===== src/hw/rtl/assert_macros.svh =====
// Assertion macros for the console writer RTL.
// Each macro expects clk_i and rst_ni to be visible where it is used.
`ifndef ASSERT_MACROS_SVH
`define ASSERT_MACROS_SVH

// Checks a property at every rising clock edge outside reset.
`define TCCW_ASSERT(lbl, prop, msg) \
  lbl: assert property (@(posedge clk_i) disable iff (!rst_ni) (prop)) else $error(msg);

// Checks that a condition never holds at a rising clock edge outside reset.
`define TCCW_NEVER(lbl, cond, msg) \
  lbl: assert property (@(posedge clk_i) disable iff (!rst_ni) !(cond)) else $error(msg);

`endif


===== src/hw/rtl/tccw_pkg.sv =====
// Package for the text console cell writer: geometry constants, codes and
// the command and status structs between controller and datapath. No dependencies.
`default_nettype none
package tccw_pkg;

  localparam int ROWS       = 25;
  localparam int COLS       = 80;
  localparam int CELL_COUNT = ROWS * COLS;

  localparam int ADDR_W = (CELL_COUNT > 1) ? $clog2(CELL_COUNT) : 1;
  localparam int LIN_W  = $clog2(CELL_COUNT + 1);
  localparam int ROW_W  = $clog2(ROWS + 1);
  localparam int COL_W  = (COLS > 1) ? $clog2(COLS) : 1;

  localparam int IDX_W  = 11;
  localparam int CHAR_W = 8;
  localparam int ATTR_W = 8;
  localparam int CELL_W = CHAR_W + ATTR_W;

  localparam int IN_DATA_W  = 8;
  localparam int IN_USER_W  = 1;
  localparam int OUT_DATA_W = 40;
  localparam int OUT_USER_W = 2;

  localparam logic [CHAR_W-1:0] NEWLINE_CODE   = 8'd10;
  localparam logic [ATTR_W-1:0] TEXT_ATTRIBUTE = 8'h07;

  typedef enum logic [3:0] {
    ST_INIT  = 4'b0001,
    ST_IDLE  = 4'b0010,
    ST_CLEAR = 4'b0100,
    ST_DONE  = 4'b1000
  } state_e;

  typedef struct packed {
    logic take;
    logic step;
    logic sweep_en;
    logic finish;
  } cmd_t;

  typedef struct packed {
    logic need_clear;
    logic sweep_last;
  } status_t;

endpackage
`default_nettype wire


===== src/hw/rtl/text_console_cell_writer.sv =====
// Top level of the text console cell writer: joins controller and datapath
// to the stream ports. Depends on tccw_pkg, tccw_ctrl, tccw_datapath, assert_macros.svh.
//
// Each input word either clears the screen (tuser set) or puts a character.
// A newline moves the cursor to the next row; other characters are stored
// with attribute 0x07 and advance the cursor. Every input word yields one
// result word: what was written, whether the screen was cleared, and the
// cursor position after the word.
// A plain character or newline gives its result in the cycle after it is
// taken, and if the receiver takes that result, the next word can be taken
// in that same cycle, so such words stream at one per cycle. A clear, or a
// character that arrives past the last cell, runs a sweep over every cell
// through the single write port of the cell store and then a finishing
// step; no word is taken meanwhile. After reset the same sweep zeroes the
// store before the first word is taken. When the receiver stalls, the
// result stays in the output register; one further word can be processed
// only once that register is free or being drained in the same cycle.
`default_nettype none
`include "assert_macros.svh"
module text_console_cell_writer import tccw_pkg::*; (
  input  wire logic                  clk_i,
  input  wire logic                  rst_ni,
  input  wire logic                  s_axis_tvalid,
  output logic                       s_axis_tready,
  input  wire logic [IN_DATA_W-1:0]  s_axis_tdata,  // [7:0] char_code
  input  wire logic [IN_USER_W-1:0]  s_axis_tuser,  // [0] action
  output logic                       m_axis_tvalid,
  input  wire logic                  m_axis_tready,
  // [10:0] cell_index, [18:11] cell_char, [26:19] cell_attribute,
  // [37:27] cursor_after, [39:38] zero
  output logic [OUT_DATA_W-1:0]      m_axis_tdata,
  output logic [OUT_USER_W-1:0]      m_axis_tuser   // [0] wrote_cell, [1] screen_cleared
);

  cmd_t              cmd;
  status_t           status;
  logic              wrote_cell, screen_cleared;
  logic [IDX_W-1:0]  cell_index, cursor_after;
  logic [CHAR_W-1:0] cell_char;
  logic [ATTR_W-1:0] cell_attribute;

  tccw_ctrl u_ctrl (
    .clk_i       (clk_i),
    .rst_ni      (rst_ni),
    .in_valid_i  (s_axis_tvalid),
    .out_ready_i (m_axis_tready),
    .status_i    (status),
    .in_ready_o  (s_axis_tready),
    .out_valid_o (m_axis_tvalid),
    .cmd_o       (cmd)
  );

  tccw_datapath u_datapath (
    .clk_i            (clk_i),
    .rst_ni           (rst_ni),
    .action_i         (s_axis_tuser[0]),
    .char_code_i      (s_axis_tdata[CHAR_W-1:0]),
    .cmd_i            (cmd),
    .status_o         (status),
    .wrote_cell_o     (wrote_cell),
    .cell_index_o     (cell_index),
    .cell_char_o      (cell_char),
    .cell_attribute_o (cell_attribute),
    .screen_cleared_o (screen_cleared),
    .cursor_after_o   (cursor_after)
  );

  assign m_axis_tdata = {2'b00, cursor_after, cell_attribute, cell_char, cell_index};
  assign m_axis_tuser = {screen_cleared, wrote_cell};

  `TCCW_ASSERT(a_cursor_range, m_axis_tvalid |-> (cursor_after <= IDX_W'(CELL_COUNT)), "cursor beyond end position")
  `TCCW_ASSERT(a_attr_consistent, m_axis_tvalid |-> (wrote_cell ? (cell_attribute == TEXT_ATTRIBUTE) : (cell_attribute == '0)), "attribute does not match write flag")
  `TCCW_ASSERT(a_plain_word_result, (s_axis_tvalid && s_axis_tready && !status.need_clear) |=> (m_axis_tvalid && !screen_cleared), "plain word gave no result in the next cycle")
  `TCCW_NEVER(a_sweep_vs_load, cmd.sweep_en && (cmd.step || cmd.finish), "sweep overlaps a cell write")

endmodule
`default_nettype wire


===== src/hw/rtl/tccw_datapath.sv =====
// Datapath of the console writer: cursor registers, cell store, sweep counter
// and the result register. Depends on tccw_pkg.
`default_nettype none
module tccw_datapath import tccw_pkg::*; (
  input  wire logic              clk_i,
  input  wire logic              rst_ni,
  input  wire logic              action_i,
  input  wire logic [CHAR_W-1:0] char_code_i,
  input  wire cmd_t              cmd_i,
  output status_t                status_o,
  output logic                   wrote_cell_o,
  output logic [IDX_W-1:0]       cell_index_o,
  output logic [CHAR_W-1:0]      cell_char_o,
  output logic [ATTR_W-1:0]      cell_attribute_o,
  output logic                   screen_cleared_o,
  output logic [IDX_W-1:0]       cursor_after_o
);

  logic [ROW_W-1:0]  row_q, row_d, row_b;
  logic [COL_W-1:0]  col_q, col_d, col_b;
  logic [LIN_W-1:0]  lin_q, lin_d, lin_b;
  logic [ADDR_W-1:0] swp_q;
  logic              act_q;
  logic [CHAR_W-1:0] ch_q, ch_sel;
  logic              past_end, is_nl, write_char, sweep_last;
  logic              mem_we;
  logic [ADDR_W-1:0] mem_addr;
  logic [CELL_W-1:0] mem_wdata;
  logic [CELL_W-1:0] cells [CELL_COUNT];
  logic              wrote_cell_q, screen_cleared_q;
  logic [IDX_W-1:0]  cell_index_q, cursor_after_q;
  logic [CHAR_W-1:0] cell_char_q;
  logic [ATTR_W-1:0] cell_attribute_q;

  assign past_end   = (row_q == ROW_W'(ROWS));
  assign sweep_last = (swp_q == ADDR_W'(CELL_COUNT - 1));
  assign status_o.need_clear = action_i | ((char_code_i != NEWLINE_CODE) & past_end);
  assign status_o.sweep_last = sweep_last;

  assign ch_sel = cmd_i.finish ? ch_q : char_code_i;
  assign is_nl  = (ch_sel == NEWLINE_CODE);
  assign row_b  = cmd_i.finish ? '0 : row_q;
  assign col_b  = cmd_i.finish ? '0 : col_q;
  assign lin_b  = cmd_i.finish ? '0 : lin_q;

  always_comb begin
    row_d      = row_b;
    col_d      = col_b;
    lin_d      = lin_b;
    write_char = 1'b0;
    if (cmd_i.finish && act_q) begin
      row_d = '0;
      col_d = '0;
      lin_d = '0;
    end else if (!cmd_i.finish && is_nl) begin
      col_d = '0;
      if (past_end) begin
        row_d = ROW_W'(ROWS);
        lin_d = LIN_W'(CELL_COUNT);
      end else begin
        row_d = row_q + ROW_W'(1);
        lin_d = lin_q - LIN_W'(col_q) + LIN_W'(COLS);
      end
    end else begin
      write_char = cmd_i.step | cmd_i.finish;
      lin_d      = lin_b + LIN_W'(1);
      if (col_b == COL_W'(COLS - 1)) begin
        col_d = '0;
        row_d = row_b + ROW_W'(1);
      end else begin
        col_d = col_b + COL_W'(1);
      end
    end
  end

  assign mem_we    = cmd_i.sweep_en | write_char;
  assign mem_addr  = cmd_i.sweep_en ? swp_q : ADDR_W'(lin_b);
  assign mem_wdata = cmd_i.sweep_en ? '0 : {TEXT_ATTRIBUTE, ch_sel};

  always_ff @(posedge clk_i) begin
    if (mem_we) begin
      cells[mem_addr] <= mem_wdata;
    end
  end

  always_ff @(posedge clk_i or negedge rst_ni) begin
    if (!rst_ni) begin
      row_q <= '0;
      col_q <= '0;
      lin_q <= '0;
      swp_q <= '0;
    end else begin
      if (cmd_i.step || cmd_i.finish) begin
        row_q <= row_d;
        col_q <= col_d;
        lin_q <= lin_d;
      end
      if (cmd_i.sweep_en) begin
        swp_q <= sweep_last ? '0 : swp_q + ADDR_W'(1);
      end
    end
  end

  always_ff @(posedge clk_i) begin
    if (cmd_i.take) begin
      act_q <= action_i;
      ch_q  <= char_code_i;
    end
    if (cmd_i.step || cmd_i.finish) begin
      wrote_cell_q     <= write_char;
      cell_index_q     <= write_char ? IDX_W'(lin_b) : '0;
      cell_char_q      <= write_char ? ch_sel : '0;
      cell_attribute_q <= write_char ? TEXT_ATTRIBUTE : '0;
      screen_cleared_q <= cmd_i.finish;
      cursor_after_q   <= IDX_W'(lin_d);
    end
  end

  assign wrote_cell_o     = wrote_cell_q;
  assign cell_index_o     = cell_index_q;
  assign cell_char_o      = cell_char_q;
  assign cell_attribute_o = cell_attribute_q;
  assign screen_cleared_o = screen_cleared_q;
  assign cursor_after_o   = cursor_after_q;

endmodule
`default_nettype wire


===== src/hw/rtl/tccw_ctrl.sv =====
// Controller of the console writer: sequences the clearing sweep, the
// per-word processing and the result handshake. Depends on tccw_pkg.
`default_nettype none
module tccw_ctrl import tccw_pkg::*; (
  input  wire logic    clk_i,
  input  wire logic    rst_ni,
  input  wire logic    in_valid_i,
  input  wire logic    out_ready_i,
  input  wire status_t status_i,
  output logic         in_ready_o,
  output logic         out_valid_o,
  output cmd_t         cmd_o
);

  state_e state_q, state_d;
  logic   out_valid_q, out_valid_d;
  logic   out_free, accept, load;

  assign out_free    = !out_valid_q || out_ready_i;
  assign in_ready_o  = (state_q == ST_IDLE) && out_free;
  assign accept      = in_valid_i && in_ready_o;
  assign out_valid_o = out_valid_q;

  always_comb begin
    state_d = state_q;
    cmd_o   = '0;
    case (state_q)
      ST_INIT: begin
        cmd_o.sweep_en = 1'b1;
        if (status_i.sweep_last) state_d = ST_IDLE;
      end
      ST_IDLE: begin
        if (accept) begin
          if (status_i.need_clear) begin
            cmd_o.take = 1'b1;
            state_d    = ST_CLEAR;
          end else begin
            cmd_o.step = 1'b1;
          end
        end
      end
      ST_CLEAR: begin
        cmd_o.sweep_en = 1'b1;
        if (status_i.sweep_last) state_d = ST_DONE;
      end
      ST_DONE: begin
        if (out_free) begin
          cmd_o.finish = 1'b1;
          state_d      = ST_IDLE;
        end
      end
      default: state_d = ST_INIT;
    endcase
  end

  assign load = cmd_o.step | cmd_o.finish;

  always_comb begin
    out_valid_d = out_valid_q;
    if (load) begin
      out_valid_d = 1'b1;
    end else if (out_ready_i) begin
      out_valid_d = 1'b0;
    end
  end

  always_ff @(posedge clk_i or negedge rst_ni) begin
    if (!rst_ni) begin
      state_q     <= ST_INIT;
      out_valid_q <= 1'b0;
    end else begin
      state_q     <= state_d;
      out_valid_q <= out_valid_d;
    end
  end

endmodule
`default_nettype wire

===== config.mk =====
export PLATFORM = sky130hd
export DESIGN_NAME = text_console_cell_writer
export DESIGN_NICKNAME = d
export VERILOG_FILES = /design/src/hw/rtl/tccw_pkg.sv /design/src/hw/rtl/text_console_cell_writer.sv /design/src/hw/rtl/tccw_datapath.sv /design/src/hw/rtl/tccw_ctrl.sv
export VERILOG_INCLUDE_DIRS = /design/src /design/src/hw/rtl
export SDC_FILE = /design/constraint.sdc
export NUM_CORES = 1
export LEC_CHECK = 0
export BUFFER_PORTS_ARGS = -buffer_cell sky130_fd_sc_hd__buf_4
export CAP_MARGIN = 20
export CORE_UTILIZATION = 45
export CTS_CLUSTER_DIAMETER = 100
export DETAILED_ROUTE_END_ITERATION = 6
export PLACE_DENSITY = 0.65
export SYNTH_ARGS = -nofsm -noshare
export SYNTH_HDL_FRONTEND = slang
export SYNTH_SLANG_ARGS = --single-unit

===== constraint.sdc =====
create_clock -name clk_i -period 8.8 [get_ports clk_i]
set_clock_uncertainty 0.2 [all_clocks]
set_input_delay 0.44 -clock clk_i [delete_from_list [all_inputs] [get_ports clk_i]]
set_output_delay 0.44 -clock clk_i [all_outputs]
set_load 0.03 [all_outputs]

* After elaboration in Yosys (flattened, before gate mapping)
Index checks and enable logic that the tools add are counted.
** Word-level totals
- Input bits :: 13
- Memory bits (writable) :: 0
- Bits in read-only memories :: 0
- Output and inout port bits :: 44
- Flip-flop bits (word level) :: 88
- Word-level logic and storage cells :: 82
- Memories :: 0
- Latch bits :: 0
** Cells by class
- Reduce and logical (&&, ||, !) cells :: 11
- Shift operators :: 0
- Multiplexer cells :: 33
- Bitwise gates (word level) :: 3
- Equal/unequal tests :: 14
- Order comparisons :: 0
- Div/mod/pow operators :: 0
- Multipliers :: 0
- $add $sub $neg :: 7
** Operator list (count)
- two-way mux 11 bit :: 5
- two-way mux 7 bit :: 4
- two-way mux 5 bit :: 5
- adder 11 x 1 -> 11 bit (second input constant) :: 2
- two-way mux 4 bit :: 5
- case mux 4 bit (4 select lines) :: 1
- adder 11 x 7 -> 11 bit (second input constant) :: 1
- equality test 11 bit (second input constant) :: 1
- subtractor 11 x 7 -> 11 bit :: 1
- adder 5 x 1 -> 5 bit (second input constant) :: 2
- two-way mux 1 bit :: 9
- equality test 8 x 4 -> 1 bit (second input constant) :: 1
- two-way mux 8 bit :: 1
- inequality test 2 x 1 -> 1 bit (second input constant) :: 4
- inequality test 8 x 4 -> 1 bit (second input constant) :: 1
- adder 7 x 1 -> 7 bit (second input constant) :: 1
- equality test 7 bit (second input constant) :: 1
- equality test 5 bit (second input constant) :: 1
- AND reduction 5 bit :: 1
- equality test 4 x 1 -> 1 bit (second input constant) :: 1
- equality test 4 x 2 -> 1 bit (second input constant) :: 1
- equality test 4 x 3 -> 1 bit (second input constant) :: 1
- equality test 4 bit (second input constant) :: 1
- logical AND 1 bit :: 4
- 9 further kinds :: 13

* Logic depth before layout (Yosys ltp)
Gate-level depths: netlist of the first run.
- Word-level depth :: 10
- Depth in mapped cells :: 14
- Mapped depth without buffers :: 12

* Cells and area by module
Synthesis of the first run repeated with hierarchy kept, for this count alone.
** Second synthesis, totals
- Cell total of the unflattened synthesis :: 468
- Area, all modules :: 4714.5 um^2
** By module, submodules not included
- tccw_datapath :: area an instance 4305.4 um^2, cells each 425, times used 1, seq. area each 2082.0 um^2
- tccw_ctrl :: area an instance 375.4 um^2, cells each 38, times used 1, seq. area each 126.4 um^2
- text_console_cell_writer :: area an instance 33.8 um^2, cells each 5, times used 1, seq. area each 0.0 um^2

* Least setup slack after synthesis of the first run
OpenSTA, ideal clock, no wires.
- Kind :: register -> register
- Start point :: reg u_ctrl.state_q[0]
- End point :: reg u_datapath.row_q[4]
- Arrival :: 2.677 ns
- Period minus slack after synthesis :: 2.971 ns
- Required time :: 8.506 ns
- Setup time :: 0.094 ns
- Path slack :: 5.829 ns
- Path buffers :: 3
- Stages on the path, launching flop included :: 15
- Cell sequence :: dfstp_2 buf_6 nor4b_4 nand2_4 inv_4 buf_4 buf_2 nor2_1 ha_1 nand3_1 a2111oi_4 nand4_1 a21oi_1 nor2_1 a211oi_1
** RTL lines
- start, declared :: RTL line tccw_ctrl.sv:15 : state_e state_q, state_d;
- start signal, assigned :: RTL line tccw_ctrl.sv:72 : state_q <= state_d;
- end signal, assigned :: RTL line tccw_datapath.sv:94 : row_q <= row_d;
- end, declared :: RTL line tccw_datapath.sv:19 : logic [ROW_W-1:0] row_q, row_d, row_b;

* Final worst setup path of the first run
- Start point :: reg u_datapath.row_q[1]
- End point :: reg u_datapath.lin_q[7]
** Between the ends
- Cells in the longest elaborated chain, start to end :: 7
- Elaborated cells on any way between the ends :: 10
- Classes of those cells :: eq/ne (1); mux (6); bitwise (2); reduce/logical (1)
** Ends and longest elaborated chain
- equality test 5 bit (*) :: RTL line tccw_datapath.sv:35 : assign past_end = (row_q == ROW_W'(ROWS));
- AND 1 bit :: RTL line tccw_datapath.sv:37 : assign status_o.need_clear = action_i | ((char_code_i != NEWLINE_CODE) & past_end);
- bitwise OR 1 bit :: RTL line tccw_datapath.sv:37
- two-way mux 1 bit :: RTL line tccw_ctrl.sv:34 : if (status_i.need_clear) begin
- two-way mux 2 bit :: RTL line tccw_ctrl.sv:33 : if (accept) begin
- two-way mux 2 bit :: RTL line tccw_ctrl.sv:27 : case (state_q)
- logical OR 1 bit :: RTL line tccw_datapath.sv:93 : if (cmd_i.step || cmd_i.finish) begin
- end signal, assigned :: RTL line tccw_datapath.sv:96 : lin_q <= lin_d;
- end, declared :: RTL line tccw_datapath.sv:21 : logic [LIN_W-1:0] lin_q, lin_d, lin_b;
Every way passes the cells marked *; elsewhere a longest branch is shown, timed or not.
A chain may end at the register's enable or synchronous reset.

==> out/qor.yml, run 1 <==
dp.cells: 616
whs_ns: 0.07777
clock_latency_ns: 0.36
worst_slack_ns: 5.357
synth_area_leaders: "edfxtp_1, dfrtp_1, ha_1, nand2_1, xnor2_1"
dieArea_mm2: 0.01107
tns_ns: 0
cpMaxStageDelayCell: "clkinv_2"
regArea_mm2: 0.002208
critPathMaxStageDelay_ns: 0.75
viasPerCell: 5.490
grt_max_degree: 47
async_flop_share_pct: 48.75
cp_cell_sequence: "inv_1, ha_1, and4b_1, a211oi_4, nor2_2, clkinv_2, mux2_2"
worstSetupStartpoint: "u_datapath.row_q[1]"
cp-end-kind: "register"
hold_viol: 0
fp.dieW_um: 105.2
r2r-start: "u_datapath.row_q[1]"
hpwl_um: 6924
start_util_pct: 46.42
synthDominantCellAreaShare_pct: 25.69
final_cells: 633
overflow: 0
cap_violations: 0
cp_max_fo: 46
synth_top_area_cell: "edfxtp_1"
worst_pin_slew_ns: 0.9211
timing.final.crit_share_pct: 39.12
cp-start-kind: "register"
vias: 3475
crit_type: "reg -> reg"
ir_drop_mv: 0.09210
cts_hold_buf: 1
gp_congestion: 0.8218
die_h_um: 105.2
ant_nets: 0
synth_commonest_cells: "nand2_1, edfxtp_1, dfrtp_1, inv_1, nor2_1"
critPathRequiredTime_ns: 8.83
hold_class: "in -> reg"
synthToLayoutAreaGrowth_pct: 11.51
outcome: "completed"
yosysWarningCount: 0
rsz0062_at_grt: "no"
finalSetupViolCount: 0
cts_buffers: 9
placed_area_mm2: 0.005154
clockRootBuffer: "clkbuf_8"
drv_slew: 0
leakagePower_nw: 2.072
finalNetCount: 528
synth_enable_flop_cells: 41
multi_input_area_mm2: 0.002306
pin_count: 57
clkTransAtPathRegs_ns: 0.08
relSlewSlack_pct: 38.36
grt_usage_pct: 19.06
total_power_mw: 0.6680
wl_um: 9848
clock_path_buffers: 2
fin_crit_ns: 3.443
critPathTopFamily: "simple AND/OR/NAND/NOR gates"
antenna_found_initial: 0
core_mm2: 0.01032
nFillCells: 925
ys_types: 72
num_rows: 37
htree_levels: 3
r2r_setup_slack_ns: 5.36
post_cts_resized: 0
crit_end: "u_datapath.lin_q[7]"
ys_ff_latch: 80
cts.sinks: 80
power.density_mw_per_mm2: 125.0
drt-pass1-iter-count: 4
cts_tree: "built"
critical_path_depth: 7
ys_seq_area_share_pct: 46.08
syn-instance-count: 452
pre_cts_slack_ns: 5.380
stdcell_area_mm2: 0.005344
antenna_cells: 0
port-buffer-count: 49
avgSynthCellArea_um2: 10.60
grt_pass1_wl_um: 16430
arrival_ns: 3.47
syn_area_mm2: 0.004792
crit_buf_inv: 2
cts_setup_buffers: 0
drive_above_1_share_pct: 21.53
grt_pass1_vias: 3396
avgRoutedWirePerCell_um: 15.56
fin_util_pct: 51.76
synth-main-ff-cell: "edfxtp_1"
reg2regPathDepth: 7
r2r-end: "u_datapath.lin_q[7]"
yosysMostFrequentCell: "nand2_1"
clock.fmax_ghz: 0.2905
drc: 0
drt_iter0_drc: 182
## worst min path at each step
stage	from	to	slack, ns	depth (start not counted)
6_report	s_axis_tdata[3]	u_datapath.ch_q[3]	0.08	1
5_1_grt	s_axis_tdata[3]	u_datapath.ch_q[3]	0.06	1
4_1_cts	s_axis_tdata[3]	u_datapath.ch_q[3]	0.05	1
3_5_place_dp	rst_ni	u_ctrl.state_q[1]	0.26	1
3_3_place_gp	rst_ni	u_ctrl.state_q[1]	0.25	1
2_1_floorplan	rst_ni	u_ctrl.out_valid_o	-0.06	0
## cell type report
class / count / area share, %
multi-input combinational: 325 / 43.15
sequential: 80 / 41.33
timing repair buffer: 50 / 7.071
tap: 136 / 3.184
clock buffer: 11 / 2.458
inverter: 26 / 1.897
clock inverter: 5 / 0.9131
## kinds of logic after synthesis
logic type	share of synthesized area, %
simple gates	19.71
compound gates	15.98
flops	46.08
buf+inv	6.266
xor+xnor	4.569
fa+ha+maj	6.162
mux	1.149
other cells	0.07825
## worst register-to-register path, stage by stage, from the launching register on
cell and delay, ns:
dfrtp_1 0.41, inv_1 0.12, ha_1 0.15, and4b_1 0.52
a211oi_4 0.17, nor2_2 0.47, clkinv_2 0.76, mux2_2 0.54
## flip-flops by register name, indices dropped and copies added (netlist names), 4 cells and up
signal and flops:
u_datapath.cell_index_o 11, u_datapath.swp_q 11, u_datapath.cell_char_o 8, u_ctrl.state_q 4
u_datapath.cursor_after_o 11, u_datapath.row_q 5, u_datapath.lin_q 11, u_datapath.ch_q 8
u_datapath.col_q 7
## power breakdown
part | switching (mW) | total [mW] | internal, mW | leakage [nW]
clock | 0.130 | 0.259 | 0.129 | 0.0945
combinational | 0.0127 | 0.0181 | 0.00538 | 1.16
sequential | 0 | 0.391 | 0.391 | 0.814
## cell usage in the layout (no fill, tap or decap), types with 3 or more instances in the layout
cell and n:
clkbuf_8 9, and3_1 5, o21ai_1 3, nor3_1 20
ha_1 22, a21o_1 4, a211oi_1 4, nand4_1 6
clkinv_2 4, o21ai_0 22, and2_1 12, edfxtp_1 41
nor2_1 24, or3_1 4, mux2_2 4, xor2_1 8
nand3_1 13, a22o_1 4, a32oi_1 3, dfrtp_1 38
nor4_1 4, a221oi_2 5, buf_4 49, nand2b_1 6
nand2_1 47, a21oi_1 22, inv_1 24, conb_1 7
o22ai_1 5, nor4b_4 3, xnor2_1 17, a21oi_2 8
## routing by layer
layer | track usage, % | wire, µm | vias to the layer above
met2 | 31.06 | 4873 | 76
met4 | 7.243 | 59 | 0
met5 | 0 | 0 | -
met1 | 24.95 | 4517 | 1694
li1 | - | - | 1701
met3 | 3.805 | 397 | 4
Power figures use the tool's default switching activity.
==> run 2: changes to the inputs <==
PLACE_DENSITY = 0.68   (was 0.65)
clock period = 3 ns   (was 8.8 ns; I/O delays follow)
==> run 2 against run 1 <==
Compared with the run above:
- flip-flop and latch count unchanged
- first-iteration DRC count is 6.6% higher
- critical endpoint is now u_datapath.cursor_after_o[9]
- global-route usage grew 0.078 points
- combinational power increased to 3.5 times the previous value
- fmax is 23% higher
- core utilization grew 2.8 points
- highest routed layer unchanged
==> out/qor.yml, run 2 (synthesis results as in run 1) <==
outcome: "completed"
netSwitchingFraction_pct: 24.36
arrival_ns: 2.71
clock.fmax_ghz: 0.3558
final_cell_mix: "buf_4, nand2_1, edfxtp_1, dfrtp_1"
grt_usage_pct: 19.13
gp_congestion: 0.8952
critPathRequiredTime_ns: 2.90
antenna_cells: 0
drt-pass1-iter-count: 4
hold_viol: 0
hold_class: "in -> async"
crit_type: "reg -> reg"
tns_ns: 0
finalNetCount: 559
viasPerCell: 5.372
crit_buf_inv: 1
ant_nets: 0
cts_tree: "built"
worst_pin_slew_ns: 0.5441
power.density_mw_per_mm2: 348.9
drive_above_1_share_pct: 25.00
overflow: 0
layout_commonest_cell: "buf_4"
cpMaxStageDelayCell: "dfrtp_1"
die_h_um: 105.2
worstSetupStartpoint: "u_datapath.lin_q[1]"
clkTransAtPathRegs_ns: 0.09
fin_crit_ns: 2.811
fp.dieW_um: 105.2
core_mm2: 0.01032
cp-start-kind: "register"
clock_path_buffers: 2
cp-end-kind: "register"
relSlewSlack_pct: 63.72
synthToLayoutAreaGrowth_pct: 17.65
intPower_mw: 1.488
timing.final.crit_share_pct: 93.68
cp_max_fo: 5
avgRoutedWirePerCell_um: 15.19
seqPwrFrac_pct: 58.3
cp_cell_sequence: "ha_1, ha_1, inv_1, fa_1, nand2b_1, a21oi_2, nor4_1, o21bai_1, mux2i_1, a211oi_1"
clockRootBuffer: "clkbuf_8"
antenna_found_initial: 0
grt_pass1_vias: 3390
num_rows: 37
p_clk_share_pct: 38.4
grt_max_degree: 46
drc: 0
rsz0062_at_grt: "no"
grt_pass1_wl_um: 16590
dieArea_mm2: 0.01107
placed_area_mm2: 0.005301
vias: 3567
drt_iter0_drc: 194
clock_latency_ns: 0.36
critPathMaxStageDelay_ns: 0.43
cts.sinks: 80
leakagePower_nw: 2.214
r2r-start: "u_datapath.lin_q[1]"
power_frac_comb_pct: 3.3
cts_buffers: 9
stdcell_area_mm2: 0.005638
htree_levels: 3
fin_util_pct: 54.61
whs_ns: 0.09675
cap_violations: 0
finalSetupViolCount: 0
wl_um: 10080
port-buffer-count: 49
ir_drop_mv: 0.2099
hpwl_um: 7107
pin_count: 57
critPathTopFamily: "adder cells"
p_sw_mw: 0.4791
drv_slew: 0
start_util_pct: 46.42
cpMostUsedCell: "ha_1"
run 2: cell types whose count changed in the layout (fill, tap and decap cells not counted), moves of 2 or more:
| cell | previous run | this run |
|---|---|---|
| buf_4 | 49 | 67 |
| dlygate4sd3_1 | 1 | 12 |
| clkinv_2 | 4 | 1 |
| inv_6 | 0 | 3 |
| clkbuf_1 | 2 | 0 |
| clkinvlp_4 | 0 | 2 |
run 2: worst paths after layout:
path,endpoint,slack (ns),cells after the start
max reg2reg,u_datapath.cursor_after_o[9],0.19,10
max,u_datapath.cursor_after_o[9],0.19,10
max in group asynchronous,u_datapath.lin_q[9],2.12,2
min reg2reg,u_datapath.swp_q[9],0.30,1
min in group clk_i,u_datapath.swp_q[9],0.30,1
min,u_ctrl.out_valid_o,0.1,2
run 2: power by group through the flow:
| stage | registers, mW | logic (mW) | clock network [mW] |
|---|---|---|---|
| after global routing | 1.15 | 0.0694 | 0.818 |
| after detailed placement | 1.17 | 0.0523 | 0 |
| final | 1.15 | 0.0640 | 0.756 |
| after global placement | 1.17 | 0.0518 | 0 |
| after floorplan | 1.17 | 0.0274 | 0 |
| after CTS | 1.15 | 0.0649 | 0.775 |
run 2: layer usage:
metal  part of all wire [%]  GRT usage, %  vias to the layer above
met4                    1.6         6.640                        0
met5                      0             0                        -
met2                     47         30.31                      106
met3                    6.7         5.053                       12
li1                       -             -                     1756
met1                     44         25.26                     1693
run 2: what timing repair did:
action	CTS	global route
hold buffers	12	0
setup endpoints to repair	0	4
hold endpoints to repair	59	0
setup buffers	0	2
resized for setup	0	3
run 2: metrics by stage:
stage	total power, mW	setup WS (ns)	instances
6_report	1.967	0.1895	664
5_1_grt	2.034	0.002241	664
4_1_cts	1.987	0.1221	662
3_5_place_dp	1.223	0.1268	634
3_3_place_gp	1.222	0.2221	634
2_1_floorplan	1.198	0.02948	458
run 2: cell type report:
cell class	instances	area (µm²)
Multi-Input combinational cell	325	2317
Clock inverter	7	61.31
Clock buffer	9	123.9
Fill cell	884	4686
Timing Repair Buffer	81	655.6
Sequential cell	80	2208
Inverter	26	101.3
Tap cell	136	170.2
==> run 3: changes to the inputs <==
MAX_ROUTING_LAYER = met4   (was not set)
SYNTH_HIERARCHICAL = 1   (was not set)
==> run 3 against run 2 <==
Compared with the run above:
- area after synthesis down 1.6%
- register-to-register slack worse by 0.13 ns
- highest routed layer unchanged
- wire length up 11%
- core utilization up 4.4 points
- first-iteration DRC count up 11%
- synthesized cell count up 3.5%
- cell count up 3.9%
- clock power up 38%
==> out/qor.yml, run 3 <==
num_rows: 36
crit_type: "reg -> reg"
start_util_pct: 47.36
cts_tree: "built"
ant_nets: 0
die_h_um: 104.4
worstSetupStartpoint: "u_datapath/lin_q[4]"
pre_cts_slack_ns: -0.01092
drt-pass1-iter-count: 4
core_mm2: 0.009955
dieArea_mm2: 0.01089
fp.dieW_um: 104.4
reg2regPathDepth: 10
finalSetupViolCount: 0
drt_iter0_drc: 215
synth-main-ff-cell: "edfxtp_1"
gp_congestion: 0.9142
dr_wl_met3_um: 766
total_power_mw: 2.761
pin_count: 57
drive_above_1_share_pct: 23.88
r2r-start: "u_datapath/lin_q[4]"
hold_class: "in -> reg"
ys_seq_area_share_pct: 46.84
async_flop_share_pct: 48.75
fin_crit_ns: 2.937
clock_latency_ns: 0.36
regArea_mm2: 0.002211
htree_levels: 3
avgSynthCellArea_um2: 10.07
clock_path_buffers: 2
antenna_found_initial: 0
cp-start-kind: "register"
grt_pass1_wl_um: 18490
synth_top_area_cell: "edfxtp_1"
clock.fmax_ghz: 0.3405
relSlewSlack_pct: 63.60
drv_slew: 0
yosysWarningCount: 6
ys_ff_latch: 80
overflow: 0
arrival_ns: 2.84
vias: 3869
tns_ns: 0
clkTransAtPathRegs_ns: 0.08
synth_enable_flop_cells: 41
final_cell_mix: "buf_4, nor2_1, edfxtp_1, dfrtp_1, nand2_1"
cap_violations: 0
final_cells: 690
hold_viol: 0
wl_met1_um: 5015
r2r-end: "u_datapath/cursor_after_o[10]"
cp-end-kind: "register"
cts_buffers: 9
outcome: "completed"
multi_input_area_mm2: 0.002344
layout_commonest_cell: "buf_4"
rsz0062_at_grt: "yes"
maxUsedRoutingLayer: "met4"
grt_usage_pct: 21.88
cp_max_fo: 4
avgRoutedWirePerCell_um: 16.21
synthToLayoutAreaGrowth_pct: 24.60
yosysMostFrequentCell: "nor2_1"
r2r_setup_slack_ns: 0.06
timing.final.crit_share_pct: 97.91
ys_types: 73
met2_length_um: 5186
clockRootBuffer: "clkbuf_8"
fin_util_pct: 59.01
syn_area_mm2: 0.004715
grt_max_degree: 40
synth_area_leaders: "edfxtp_1, dfrtp_1, ha_1, nor2_1, xnor2_1"
antenna_cells: 0
ir_drop_mv: 0.3244
cts.sinks: 80
power.density_mw_per_mm2: 470.1
leakagePower_nw: 2.467
synthDominantCellAreaShare_pct: 26.11
nFillCells: 843
crit_end: "u_datapath/cursor_after_o[10]"
worst_slack_ns: 0.06279
drc: 0
syn-instance-count: 468
wl_um: 11180
synth_commonest_cells: "nor2_1, edfxtp_1, dfrtp_1, nand2_1, inv_1"
critPathRequiredTime_ns: 2.91
grt_pass1_vias: 3765
finalNetCount: 588
viasPerCell: 5.607
worst_pin_slew_ns: 0.5460
hpwl_um: 8177
dp.cells: 658
port-buffer-count: 49
[run 3: logic make-up after synthesis]
kind of cell | count (synthesis) | share of synthesized area [%]
flip-flops | 80 | 46.84
AND/OR/NAND/NOR | 176 | 20.17
other | 2 | 0.1593
XOR/XNOR | 20 | 3.716
multiplexers | 15 | 3.291
AO/OA/AOI/OAI | 94 | 13.56
adder cells (fa/ha/maj) | 23 | 6.263
buffers and inverters | 58 | 5.998
[run 3: cell type report]
type	instances	area share (%)
clock buffers	11	2.236
clock inverters	5	2.194
inverters	26	1.683
multi-input cells	335	39.89
flip-flops and latches	80	37.64
well taps	133	2.833
repair buffers	100	13.53
[run 3: where the power goes]
part           internal, mW  switching (mW)
Sequential             1.22          0.0705
Clock                 0.641           0.402
Combinational         0.205           0.226
[run 3: stage by stage]
step / hold WS (ns) / instance area (µm²)
global route: 0.07282 / 5874
detailed placement: -0.03182 / 5363
global placement: -0.02437 / 5363
floorplan: -0.3456 / 4748
finish: 0.03878 / 5874
CTS: 0.02914 / 5738
[run 3: worst max-delay path, stage by stage (launching register included)]
cell,delay (ns)
dfrtp_1,0.42
inv_1,0.13
ha_1,0.29
inv_1,0.06
ha_4,0.28
o21ai_1,0.08
o211ai_1,0.29
a2111oi_2,0.12
or3b_1,0.44
xnor2_1,0.15
o221a_1,0.23
[run 3: how the worst min path moves through the flow]
stage	from	to	slack [ns]	depth (start not counted)
2_1_floorplan	rst_ni	u_ctrl/out_valid_o	-0.35	0
3_3_place_gp	rst_ni	u_ctrl/state_q[1]	-0.02	1
3_5_place_dp	rst_ni	u_ctrl/state_q[1]	-0.03	1
4_1_cts	m_axis_tready	u_ctrl/out_valid_o	0.03	4
5_1_grt	m_axis_tready	u_ctrl/out_valid_o	0.07	4
6_report	m_axis_tready	u_ctrl/out_valid_o	0.04	4
[run 3: repair_timing]
item | in CTS | in global routing
gates resized for setup | 1 | 25
setup endpoints to repair | 2 | 27
endpoints found under the hold margin | 58 | 0
pin swaps | 0 | 9
hold buffers | 11 | 0
buffers inserted | 0 | 5
[run 3: routing by layer]
layer  track usage (%)  vias to the layer above
met3             4.010                       28
li1                  -                     1853
met4             7.959                        0
met1             29.14                     1833
met2             33.30                      155
met5                 -                        -
